===== config.mk =====
export PLATFORM = sky130hd
export DESIGN_NAME = h264_annexb_nal_scanner
export DESIGN_NICKNAME = d
export VERILOG_FILES = /design/src/rtl/h264ns_pkg.sv /design/src/rtl/h264ns_front.sv /design/src/rtl/h264ns_queue.sv /design/src/rtl/h264ns_back.sv /design/src/rtl/h264_annexb_nal_scanner.sv
export VERILOG_INCLUDE_DIRS = /design/src /design/src/rtl
export SDC_FILE = /design/constraint.sdc
export NUM_CORES = 1
export LEC_CHECK = 0
export ABC_AREA = 1
export BUFFER_PORTS_ARGS = -buffer_cell sky130_fd_sc_hd__buf_2
export CORE_MARGIN = 8
export CORE_UTILIZATION = 60
export DETAILED_ROUTE_END_ITERATION = 8
export GPL_TIMING_DRIVEN = 0
export PLACE_DENSITY = 0.85
export SYNTH_ARGS = -nofsm -noshare
export SYNTH_HDL_FRONTEND = slang
export SYNTH_SLANG_ARGS = --single-unit

===== constraint.sdc =====
create_clock -name clk -period 6.3 [get_ports clk]
set_input_delay 0.315 -clock clk [delete_from_list [all_inputs] [get_ports clk]]
set_output_delay 0.315 -clock clk [all_outputs]
set_load 0.03 [all_outputs]

===== src/rtl/h264_annexb_nal_scanner_defines.svh =====
// ----------------------------------------------------------------------------
// h264_annexb_nal_scanner_defines.svh
// Assertion macros for the Annex B NAL scanner. Empty when SYNTH is defined.
// ----------------------------------------------------------------------------
`ifndef H264_ANNEXB_NAL_SCANNER_DEFINES_SVH
`define H264_ANNEXB_NAL_SCANNER_DEFINES_SVH

`ifndef SYNTH
// Antecedent implies consequent in the same cycle
`define NS_ASSERT_SAME(lbl, ante, cons) \
  lbl: assert property (@(posedge clk) disable iff (rst) (ante) |-> (cons)) \
    else $error("scanner check failed");
// Antecedent implies consequent in the next cycle
`define NS_ASSERT_NEXT(lbl, ante, cons) \
  lbl: assert property (@(posedge clk) disable iff (rst) (ante) |=> (cons)) \
    else $error("scanner check failed");
`else
`define NS_ASSERT_SAME(lbl, ante, cons)
`define NS_ASSERT_NEXT(lbl, ante, cons)
`endif

`endif


===== src/rtl/h264ns_pkg.sv =====
// ----------------------------------------------------------------------------
// h264ns_pkg
// Shared types and constants of the Annex B NAL scanner.
// ----------------------------------------------------------------------------
`timescale 1ns / 1ps

package h264ns_pkg;

  // NAL unit types of interest (header AND 0x1F)
  localparam logic [4:0] NAL_TYPE_IDR = 5'd5;
  localparam logic [4:0] NAL_TYPE_SPS = 5'd7;
  localparam logic [4:0] NAL_TYPE_PPS = 5'd8;

  // Start code bytes
  localparam logic [7:0] BYTE_ZERO = 8'h00;
  localparam logic [7:0] BYTE_ONE  = 8'h01;

  // Result kinds on tuser
  localparam logic KIND_EVENT   = 1'b0;
  localparam logic KIND_SUMMARY = 1'b1;

  // Queue depth between front and back
  localparam int FIFO_DEPTH = 4;

  // Output tdata width: 28 payload bits padded to whole bytes
  localparam int OUT_DATA_W = 32;

  // Sticky flags of the current buffer
  typedef struct packed {
    logic idr;
    logic pps;
    logic sps;
  } nal_flags_t;

  // Everything one byte produces: an optional SPS event and an optional summary
  typedef struct packed {
    logic       ev_valid;
    logic       sum_valid;
    nal_flags_t ev_flags;
    nal_flags_t sum_flags;
    logic [7:0] profile;
    logic [7:0] constraint_flags;
    logic [7:0] level;
    logic       event_direction;
  } bundle_t;

endpackage


===== src/rtl/h264ns_front.sv =====
// ----------------------------------------------------------------------------
// h264ns_front
// Byte scanner: start code detection, NAL header typing, SPS capture.
// ----------------------------------------------------------------------------
`timescale 1ns / 1ps

module h264ns_front (
  input  logic                 clk,
  input  logic                 rst,
  input  logic                 in_valid,   // byte transfer this cycle
  input  logic [7:0]           byte_in,
  input  logic                 end_of_buffer,
  input  logic                 direction,
  output logic                 push,
  output h264ns_pkg::bundle_t  bundle
);

  // SPS capture sequencer, one-hot
  typedef enum logic [3:0] {
    CAP_IDLE       = 4'b0001,
    CAP_PROFILE    = 4'b0010,
    CAP_CONSTRAINT = 4'b0100,
    CAP_LEVEL      = 4'b1000
  } cap_state_t;

  cap_state_t             cap_state, cap_state_next;
  logic [1:0]             zero_run, zero_run_next;
  logic                   await_header, await_header_next;
  h264ns_pkg::nal_flags_t buffer_flags, buffer_flags_next;
  logic [7:0]             cap_profile;
  logic [7:0]             cap_constraint;
  logic [1:0]             seen_per_dir;
  logic [23:0]            stored_sps [2];

  logic [23:0]            sps_value;
  logic                   sps_new;
  logic [4:0]             nal_type;

  assign sps_value = {cap_profile, cap_constraint, byte_in};
  assign nal_type  = byte_in[4:0];
  assign sps_new   = (cap_state == CAP_LEVEL) &&
                     (!seen_per_dir[direction] || (stored_sps[direction] != sps_value));

  // Next-state logic of the scanner
  always_comb begin
    cap_state_next    = cap_state;
    zero_run_next     = zero_run;
    await_header_next = await_header;
    buffer_flags_next = buffer_flags;

    case (cap_state)
      CAP_IDLE:       cap_state_next = CAP_IDLE;
      CAP_PROFILE:    cap_state_next = CAP_CONSTRAINT;
      CAP_CONSTRAINT: cap_state_next = CAP_LEVEL;
      CAP_LEVEL:      cap_state_next = CAP_IDLE;
      default:        cap_state_next = CAP_IDLE;
    endcase

    if (await_header) begin
      await_header_next = 1'b0;
      zero_run_next     = 2'd0;
      if (nal_type == h264ns_pkg::NAL_TYPE_SPS) begin
        buffer_flags_next.sps = 1'b1;
        cap_state_next        = CAP_PROFILE;
      end else if (nal_type == h264ns_pkg::NAL_TYPE_PPS) begin
        buffer_flags_next.pps = 1'b1;
      end else if (nal_type == h264ns_pkg::NAL_TYPE_IDR) begin
        buffer_flags_next.idr = 1'b1;
      end
    end else if (byte_in == h264ns_pkg::BYTE_ZERO) begin
      if (zero_run != 2'd2) begin
        zero_run_next = zero_run + 2'd1;
      end
    end else if (byte_in == h264ns_pkg::BYTE_ONE && zero_run == 2'd2) begin
      await_header_next = 1'b1;
      zero_run_next     = 2'd0;
    end else begin
      zero_run_next = 2'd0;
    end
  end

  // Result bundle for the queue
  always_comb begin
    bundle.ev_valid         = sps_new;
    bundle.sum_valid        = end_of_buffer;
    bundle.ev_flags         = buffer_flags;
    bundle.sum_flags        = buffer_flags_next;
    bundle.profile          = cap_profile;
    bundle.constraint_flags = cap_constraint;
    bundle.level            = byte_in;
    bundle.event_direction  = direction;
  end

  assign push = in_valid && (sps_new || end_of_buffer);

  // Control state; buffer end clears the per-buffer part
  always_ff @(posedge clk) begin
    if (rst) begin
      cap_state    <= CAP_IDLE;
      zero_run     <= 2'd0;
      await_header <= 1'b0;
      buffer_flags <= '0;
      seen_per_dir <= 2'b00;
    end else if (in_valid) begin
      if (end_of_buffer) begin
        cap_state    <= CAP_IDLE;
        zero_run     <= 2'd0;
        await_header <= 1'b0;
        buffer_flags <= '0;
      end else begin
        cap_state    <= cap_state_next;
        zero_run     <= zero_run_next;
        await_header <= await_header_next;
        buffer_flags <= buffer_flags_next;
      end
      if (sps_new) begin
        seen_per_dir[direction] <= 1'b1;
      end
    end
  end

  // Captured bytes and stored SPS values, guarded by the sequencer and seen bits
  always_ff @(posedge clk) begin
    if (in_valid) begin
      if (cap_state == CAP_PROFILE) begin
        cap_profile <= byte_in;
      end
      if (cap_state == CAP_CONSTRAINT) begin
        cap_constraint <= byte_in;
      end
      if (sps_new) begin
        stored_sps[direction] <= sps_value;
      end
    end
  end

endmodule


===== src/rtl/h264ns_queue.sv =====
// ----------------------------------------------------------------------------
// h264ns_queue
// Small FIFO of result bundles between the scanner and the output stage.
// ----------------------------------------------------------------------------
`timescale 1ns / 1ps

module h264ns_queue #(
  parameter int DEPTH = h264ns_pkg::FIFO_DEPTH
) (
  input  logic                        clk,
  input  logic                        rst,
  input  logic                        push,
  input  h264ns_pkg::bundle_t         push_data,
  input  logic                        pop,
  output logic                        not_empty,
  output logic                        full,
  output logic [$clog2(DEPTH+1)-1:0]  count,
  output h264ns_pkg::bundle_t         head
);

  localparam int PTR_W = (DEPTH > 1) ? $clog2(DEPTH) : 1;
  localparam int CNT_W = $clog2(DEPTH + 1);
  localparam logic [PTR_W-1:0] LAST_PTR = PTR_W'(DEPTH - 1);
  localparam logic [CNT_W-1:0] FULL_CNT = CNT_W'(DEPTH);

  h264ns_pkg::bundle_t mem [DEPTH];
  logic [PTR_W-1:0]    wr_ptr;
  logic [PTR_W-1:0]    rd_ptr;

  logic do_push;
  logic do_pop;

  assign full      = (count == FULL_CNT);
  assign not_empty = (count != '0);
  assign do_push   = push && !full;
  assign do_pop    = pop && not_empty;
  assign head      = mem[rd_ptr];

  // Pointers and fill count
  always_ff @(posedge clk) begin
    if (rst) begin
      wr_ptr <= '0;
      rd_ptr <= '0;
      count  <= '0;
    end else begin
      if (do_push) begin
        wr_ptr <= (wr_ptr == LAST_PTR) ? '0 : wr_ptr + PTR_W'(1);
      end
      if (do_pop) begin
        rd_ptr <= (rd_ptr == LAST_PTR) ? '0 : rd_ptr + PTR_W'(1);
      end
      if (do_push && !do_pop) begin
        count <= count + CNT_W'(1);
      end else if (do_pop && !do_push) begin
        count <= count - CNT_W'(1);
      end
    end
  end

  // Storage
  always_ff @(posedge clk) begin
    if (do_push) begin
      mem[wr_ptr] <= push_data;
    end
  end

endmodule


===== src/rtl/h264ns_back.sv =====
// ----------------------------------------------------------------------------
// h264ns_back
// Output stage: splits each bundle into one or two result transfers.
// ----------------------------------------------------------------------------
`timescale 1ns / 1ps

module h264ns_back #(
  parameter int DATA_W = h264ns_pkg::OUT_DATA_W
) (
  input  logic                 clk,
  input  logic                 rst,
  input  logic                 q_valid,
  input  h264ns_pkg::bundle_t  q_head,
  output logic                 q_pop,
  output logic                 m_tvalid,
  input  logic                 m_tready,
  output logic [DATA_W-1:0]    m_tdata,
  output logic                 m_tlast,
  output logic                 m_tuser
);

  logic ev_sent;          // event of the head bundle already went out
  logic load;
  logic send_event;

  logic [DATA_W-1:0] beat_data;
  logic              beat_last;
  logic              beat_kind;

  assign load       = q_valid && (!m_tvalid || m_tready);
  assign send_event = q_head.ev_valid && !ev_sent;
  assign q_pop      = load && !(send_event && q_head.sum_valid);

  // Pick the beat: event first, then summary
  always_comb begin
    if (send_event) begin
      beat_kind = h264ns_pkg::KIND_EVENT;
      beat_last = !q_head.sum_valid;
      beat_data = DATA_W'({q_head.event_direction, q_head.level,
                           q_head.constraint_flags, q_head.profile,
                           q_head.ev_flags.idr, q_head.ev_flags.pps,
                           q_head.ev_flags.sps});
    end else begin
      beat_kind = h264ns_pkg::KIND_SUMMARY;
      beat_last = 1'b1;
      beat_data = DATA_W'({25'd0, q_head.sum_flags.idr, q_head.sum_flags.pps,
                           q_head.sum_flags.sps});
    end
  end

  // Output register and split tracking
  always_ff @(posedge clk) begin
    if (rst) begin
      m_tvalid <= 1'b0;
      ev_sent  <= 1'b0;
    end else begin
      if (load) begin
        m_tvalid <= 1'b1;
        ev_sent  <= !q_pop;
      end else if (m_tready) begin
        m_tvalid <= 1'b0;
      end
    end
  end

  always_ff @(posedge clk) begin
    if (load) begin
      m_tdata <= beat_data;
      m_tlast <= beat_last;
      m_tuser <= beat_kind;
    end
  end

endmodule


===== src/rtl/h264_annexb_nal_scanner.sv =====
// ----------------------------------------------------------------------------
// h264_annexb_nal_scanner
// Annex B byte stream scanner: NAL type flags, SPS change events, summaries.
// ----------------------------------------------------------------------------
// Usage:
//   Input stream: one byte per transfer; s_tlast marks the last byte of a
//   buffer, s_tuser gives the direction (0 received, 1 sent).
//   Output stream: one result per transfer. m_tuser is the kind (0 SPS event,
//   1 buffer summary); m_tlast marks the last result caused by one byte.
//   Throughput: one byte per clock while the queue is not full. A byte
//   yields zero, one or two results; the scanner decides in the cycle of
//   the byte transfer and writes a bundle into a FIFO_DEPTH-entry queue.
//   Each bundle is registered in the queue and each result in the output
//   stage. A byte with two results (SPS event on the last byte) needs two
//   output transfers; the queue absorbs these while input continues.
//   Stall: when the receiver holds m_tready low the queue fills, and once
//   it is full s_tready drops until an entry drains.
//   Reset: clears scanner state, queue and output stage; stored SPS values of
//   both directions are forgotten, so the next SPS of each direction reports.
// ----------------------------------------------------------------------------
`timescale 1ns / 1ps

`include "h264_annexb_nal_scanner_defines.svh"

module h264_annexb_nal_scanner #(
  parameter int FIFO_DEPTH = h264ns_pkg::FIFO_DEPTH
) (
  input  logic        clk,
  input  logic        rst,
  input  logic        s_tvalid,
  output logic        s_tready,
  input  logic [7:0]  s_tdata,   // [7:0] byte_in
  input  logic        s_tlast,   // end_of_buffer
  input  logic        s_tuser,   // [0] direction
  output logic        m_tvalid,
  input  logic        m_tready,
  output logic [h264ns_pkg::OUT_DATA_W-1:0] m_tdata,
  // [0] found_sps, [1] found_pps, [2] found_idr, [10:3] profile,
  // [18:11] constraint_flags, [26:19] level, [27] event_direction, [31:28] zero
  output logic        m_tlast,   // last_of_run
  output logic        m_tuser    // [0] kind
);

  localparam int CNT_W = $clog2(FIFO_DEPTH + 1);

  logic                      in_xfer;
  logic                      push;
  h264ns_pkg::bundle_t       bundle;
  logic                      q_full;
  logic                      q_valid;
  logic                      q_pop;
  logic [CNT_W-1:0]          q_count;
  h264ns_pkg::bundle_t       q_head;

  assign s_tready = !q_full;
  assign in_xfer  = s_tvalid && s_tready;

  // Scanner
  h264ns_front u_front (
    .clk           (clk),
    .rst           (rst),
    .in_valid      (in_xfer),
    .byte_in       (s_tdata),
    .end_of_buffer (s_tlast),
    .direction     (s_tuser),
    .push          (push),
    .bundle        (bundle)
  );

  // Result queue
  h264ns_queue #(
    .DEPTH (FIFO_DEPTH)
  ) u_queue (
    .clk       (clk),
    .rst       (rst),
    .push      (push),
    .push_data (bundle),
    .pop       (q_pop),
    .not_empty (q_valid),
    .full      (q_full),
    .count     (q_count),
    .head      (q_head)
  );

  // Output stage
  h264ns_back #(
    .DATA_W (h264ns_pkg::OUT_DATA_W)
  ) u_back (
    .clk      (clk),
    .rst      (rst),
    .q_valid  (q_valid),
    .q_head   (q_head),
    .q_pop    (q_pop),
    .m_tvalid (m_tvalid),
    .m_tready (m_tready),
    .m_tdata  (m_tdata),
    .m_tlast  (m_tlast),
    .m_tuser  (m_tuser)
  );

  // Checks
  `NS_ASSERT_SAME(a_no_push_when_full, push, !q_full)
  `NS_ASSERT_SAME(a_count_in_range, 1'b1, q_count <= CNT_W'(FIFO_DEPTH))
  `NS_ASSERT_SAME(a_summary_ends_run, m_tvalid && m_tuser, m_tlast)
  `NS_ASSERT_NEXT(a_split_event_then_summary, m_tvalid && m_tready && !m_tlast,
                  m_tvalid && m_tuser)

endmodule

==> qor.csv <==
stage,metric,value,unit
status,status,completed,
cells_and_area,final non-filler cell total,1144,
critical_path,crit path max-delay cell type,dfxtp_1,
timing,Slew headroom,0.3087,
cells_and_area,fill count,1035,
cells_and_area,layout cell share with drive strength beyond 1,0.1461,
worst_hold_path,HP Class,in2reg,
routing,final wirelength,22060,um
logic_synthesis,synth top area cells,"edfxtp_1, nor2_1, dfxtp_1",
global_route,global route overflow,0,
timing,clk_skew,0.008434,ns
global_route,first-pass GRT wire length,34730,um
global_route,vias in the first global route,6528,
logic_synthesis,synth warn,0,
critical_path,most frequent cell on the critical path,inv_1,
logic_synthesis,biggest area consumer among synthesized cells,edfxtp_1,
timing,Max Fclk,354.8,MHz
pwr,Cell Pwr Density,424.0,nW/um^2
cts,total setup buffers inserted after CTS,0,
place,dpl cells,1100,
floorplanning,Site Rows,47,
cts,CTS tree,done,
routing,drt drc,0,
cts,Num Clock Sinks,249,
routing,DRT Pass-1 Iters,5,
pwr,Leak Pwr,4.302,nW
critical_path,kind of critical path,reg2reg,
global_route,largest net degree at the start of global routing,30,
cells_and_area,Area Growth Syn to Fin,14.59,%
cts,clk buf depth,3,
place,DP HPWL,13280,um
critical_path,Critical Path Max Stage Delay,0.40,ns
critical_path,FF-to-FF Start,u_queue.count[0],
floorplanning,Die X,145.2,um
floorplanning,full die area,21080,sq um
logic_synthesis,top cell type's share of synthesized area,0.6777,
global_route,gr usage total,0.2068,
critical_path,Critical Path Source Type,flop,
floorplanning,Ports,50,
logic_synthesis,register area share after synthesis,0.7237,
cts,TritonCTS Buffers,24,
routing,via/cell ratio,5.733,
cts,clk root buf,clkbuf_16,
critical_path,CP Launch Point,u_queue.count[0],
place,routability cong.,0.8121,
logic_synthesis,Avg Inst Size Synth,12.09,sq um
logic_synthesis,number of synthesized register bits,249,
cells_and_area,multi-input logic area,2414,sq um
timing,final slew viol count,0,
routing,Final ANT Viol Nets,0,
cells_and_area,"Design Area, Final",11470,sq um
timing,endpoints failing hold,0,
logic_synthesis,synthesized netlist cell count,828,
critical_path,CP max FO,10,
floorplanning,Core ar.,16470,sq um
critical_path,buffers and inverters on the worst path,4,
critical_path,CP top delay family,simple AND/OR/NAND/NOR gates,
critical_path,CP Cell Sequence,inv_1 -> nand3_1 -> nand2_1 -> inv_1 -> buf_2 -> nand2_2 -> nand2_1 -> ha_1 -> inv_1 -> fa_1 -> a21oi_1 -> o21ai_0 -> o21ai_0 -> a21oi_1,
logic_synthesis,Unique masters post-synth,43,
cells_and_area,Util after Layout,0.6969,
critical_path,data arrival time of the worst path,3.21,ns
critical_path,CP required,6.70,ns
cts,htree depth,1,
timing,period utilization,0.4473,
cells_and_area,FF+latch area,7247,sq um
pwr,worst vdd ir,0.2812,mV
global_route,initial antenna violation count,0,
place,placed cell area,10700,sq um
worst_hold_path,HP Start,s_tuser,
timing,Final min period,2.818,ns
cts,"CTS clk-pin slew, worst paths",0.06,ns
floorplanning,DIE HEIGHT,145.2,um
timing,total negative slack,0,ns
timing,final setup fails,0,
cts,clk_lat worst skew,0.51,ns
routing,routed len/inst,19.28,um
routing,via count,6558,
place,IO Port Bufs,44,
cts,cts hold-fix bufs,0,
floorplanning,Initial Util,0.6081,
routing,number of DRC markers in iteration 0,702,
job,total of max-cap violations,0,
timing,RSZ-0062 raised after global routing,no,
timing,Worst Max-Slew Pin Slew,1.036,ns
logic_synthesis,synthesized cell area,10010,sq um
cts,post-CTS sizing,0,
critical_path,critical path endpoint category,flop,
cells_and_area,final-stage net count,928,
cells_and_area,Antenna diodes,0,
-- synthesized netlist by cell type (all sizes together) --
cell    count
dfxtp      23
o211a       1
o41ai       1
nor2      151
a31o        1
fa          1
a21o        1
clkbuf     18
o21ai      76
nor3        6
ha          7
a211oi      1
nor4        2
and2        1
edfxtp    226
and3        1
inv        58
clkinv      1
xor2        1
a21oi      46
a31oi       6
nand4       4
o22ai       4
nand3      33
a21boi      4
nand2     135
a22oi       1
buf        16
nand3b      1
conb        1
-- kinds of logic (layout without fill, tap and decap cells) --
| group | after synthesis | in the layout | share of synthesized area |
|---|---|---|---|
| AND/OR/NAND/NOR | 334 | 334 | 0.1456 |
| other | 1 | 4 | 0.0003745 |
| AO/OA/AOI/OAI | 142 | 142 | 0.07635 |
| adder cells (fa/ha/maj) | 8 | 8 | 0.01075 |
| flip-flops | 249 | 249 | 0.7237 |
| XOR/XNOR | 1 | 1 | 0.0008748 |
| buffers and inverters | 93 | 186 | 0.04236 |
-- area by class of cell --
cell class | instances | share of cell area
repair buffers | 49 | 0.02988
multi-input cells | 489 | 0.2103
inverters | 59 | 0.01930
clock buffers | 32 | 0.05768
clock inverters | 12 | 0.009595
plain buffers | 34 | 0.01766
flip-flops and latches | 249 | 0.6316
well taps | 220 | 0.02399
-- per-layer routing --
| layer | part of all wire | global-route usage | up-vias |
|---|---|---|---|
| met1 | 0.38 | 0.2503 | 3122 |
| li1 | - | - | 3023 |
| met3 | 0.094 | 0.04104 | 55 |
| met4 | 0.028 | 0.07808 | 0 |
| met5 | 0 | 0 | - |
| met2 | 0.50 | 0.3603 | 358 |
-- sequential cells by signal, summed over array words and instances, names as in the netlist, 3 cells and up, named ones only --
signal and flops:
u_front.cap_state 4, u_queue.mem 132, u_front.bundle 3, u_front.cap_profile 8
u_front.stored_sps 48, u_back.m_tdata 28, u_queue.count 3, u_front.cap_constraint 8
-- worst paths after layout --
path / end / slack, ns / cells past startpoint
worst max-delay path: u_queue.count[2] / 3.48 / 14
worst min-delay path: u_queue.mem[2][0] / 0.1 / 1
worst max register to register: u_queue.count[2] / 3.48 / 14
worst min register to register: u_front.seen_per_dir[1] / 0.47 / 2
-- report_power, final --
group	leakage, nW	total (W)	internal, W	switching, W
registers	2.27	0.00209	0.00204	0.0000524
logic	1.66	0.00137	0.000372	0.00100
clock network	0.373	0.00140	0.000819	0.000583
-- through the flow --
stage	hold WS, ns	worst slack, ns	power [W]
2_1_floorplan	0.4139	1.963	0.003019
4_1_cts	0.08153	3.506	0.004858
3_5_place_dp	0.4600	3.275	0.003439
5_1_grt	0.08749	3.273	0.005077
6_report	0.09914	3.482	0.004865
3_3_place_gp	0.4416	0.1999	0.003364
-- worst reg2reg max path: cells and delay by family, from the launching register on --
kind                       cells  cell delay, ns
adders and majority gates      2            0.54
buffers and inverters          4            0.62
and+or+nand+nor                4            0.71
DFF                            1            0.40
AOI/OAI and AO/OA              4            0.46
-- cell usage in the layout, fill, tap and decap left out, types with 4 or more instances in the layout --
master / instances
nor3_1: 6
clkinv_2: 4
nand3_1: 25
clkinv_1: 5
buf_4: 4
buf_2: 48
nand4_1: 4
clkbuf_16: 25
nand2_1: 119
ha_1: 7
o22ai_1: 4
clkbuf_1: 24
nor2_1: 148
nand2_2: 10
nand3_2: 7
inv_1: 56
conb_1: 4
o21ai_0: 73
dfxtp_1: 23
a21oi_1: 43
edfxtp_1: 226
nand2_4: 6
a21boi_4: 4
buf_12: 4
a31oi_1: 5
Power figures use the tool's default switching activity.
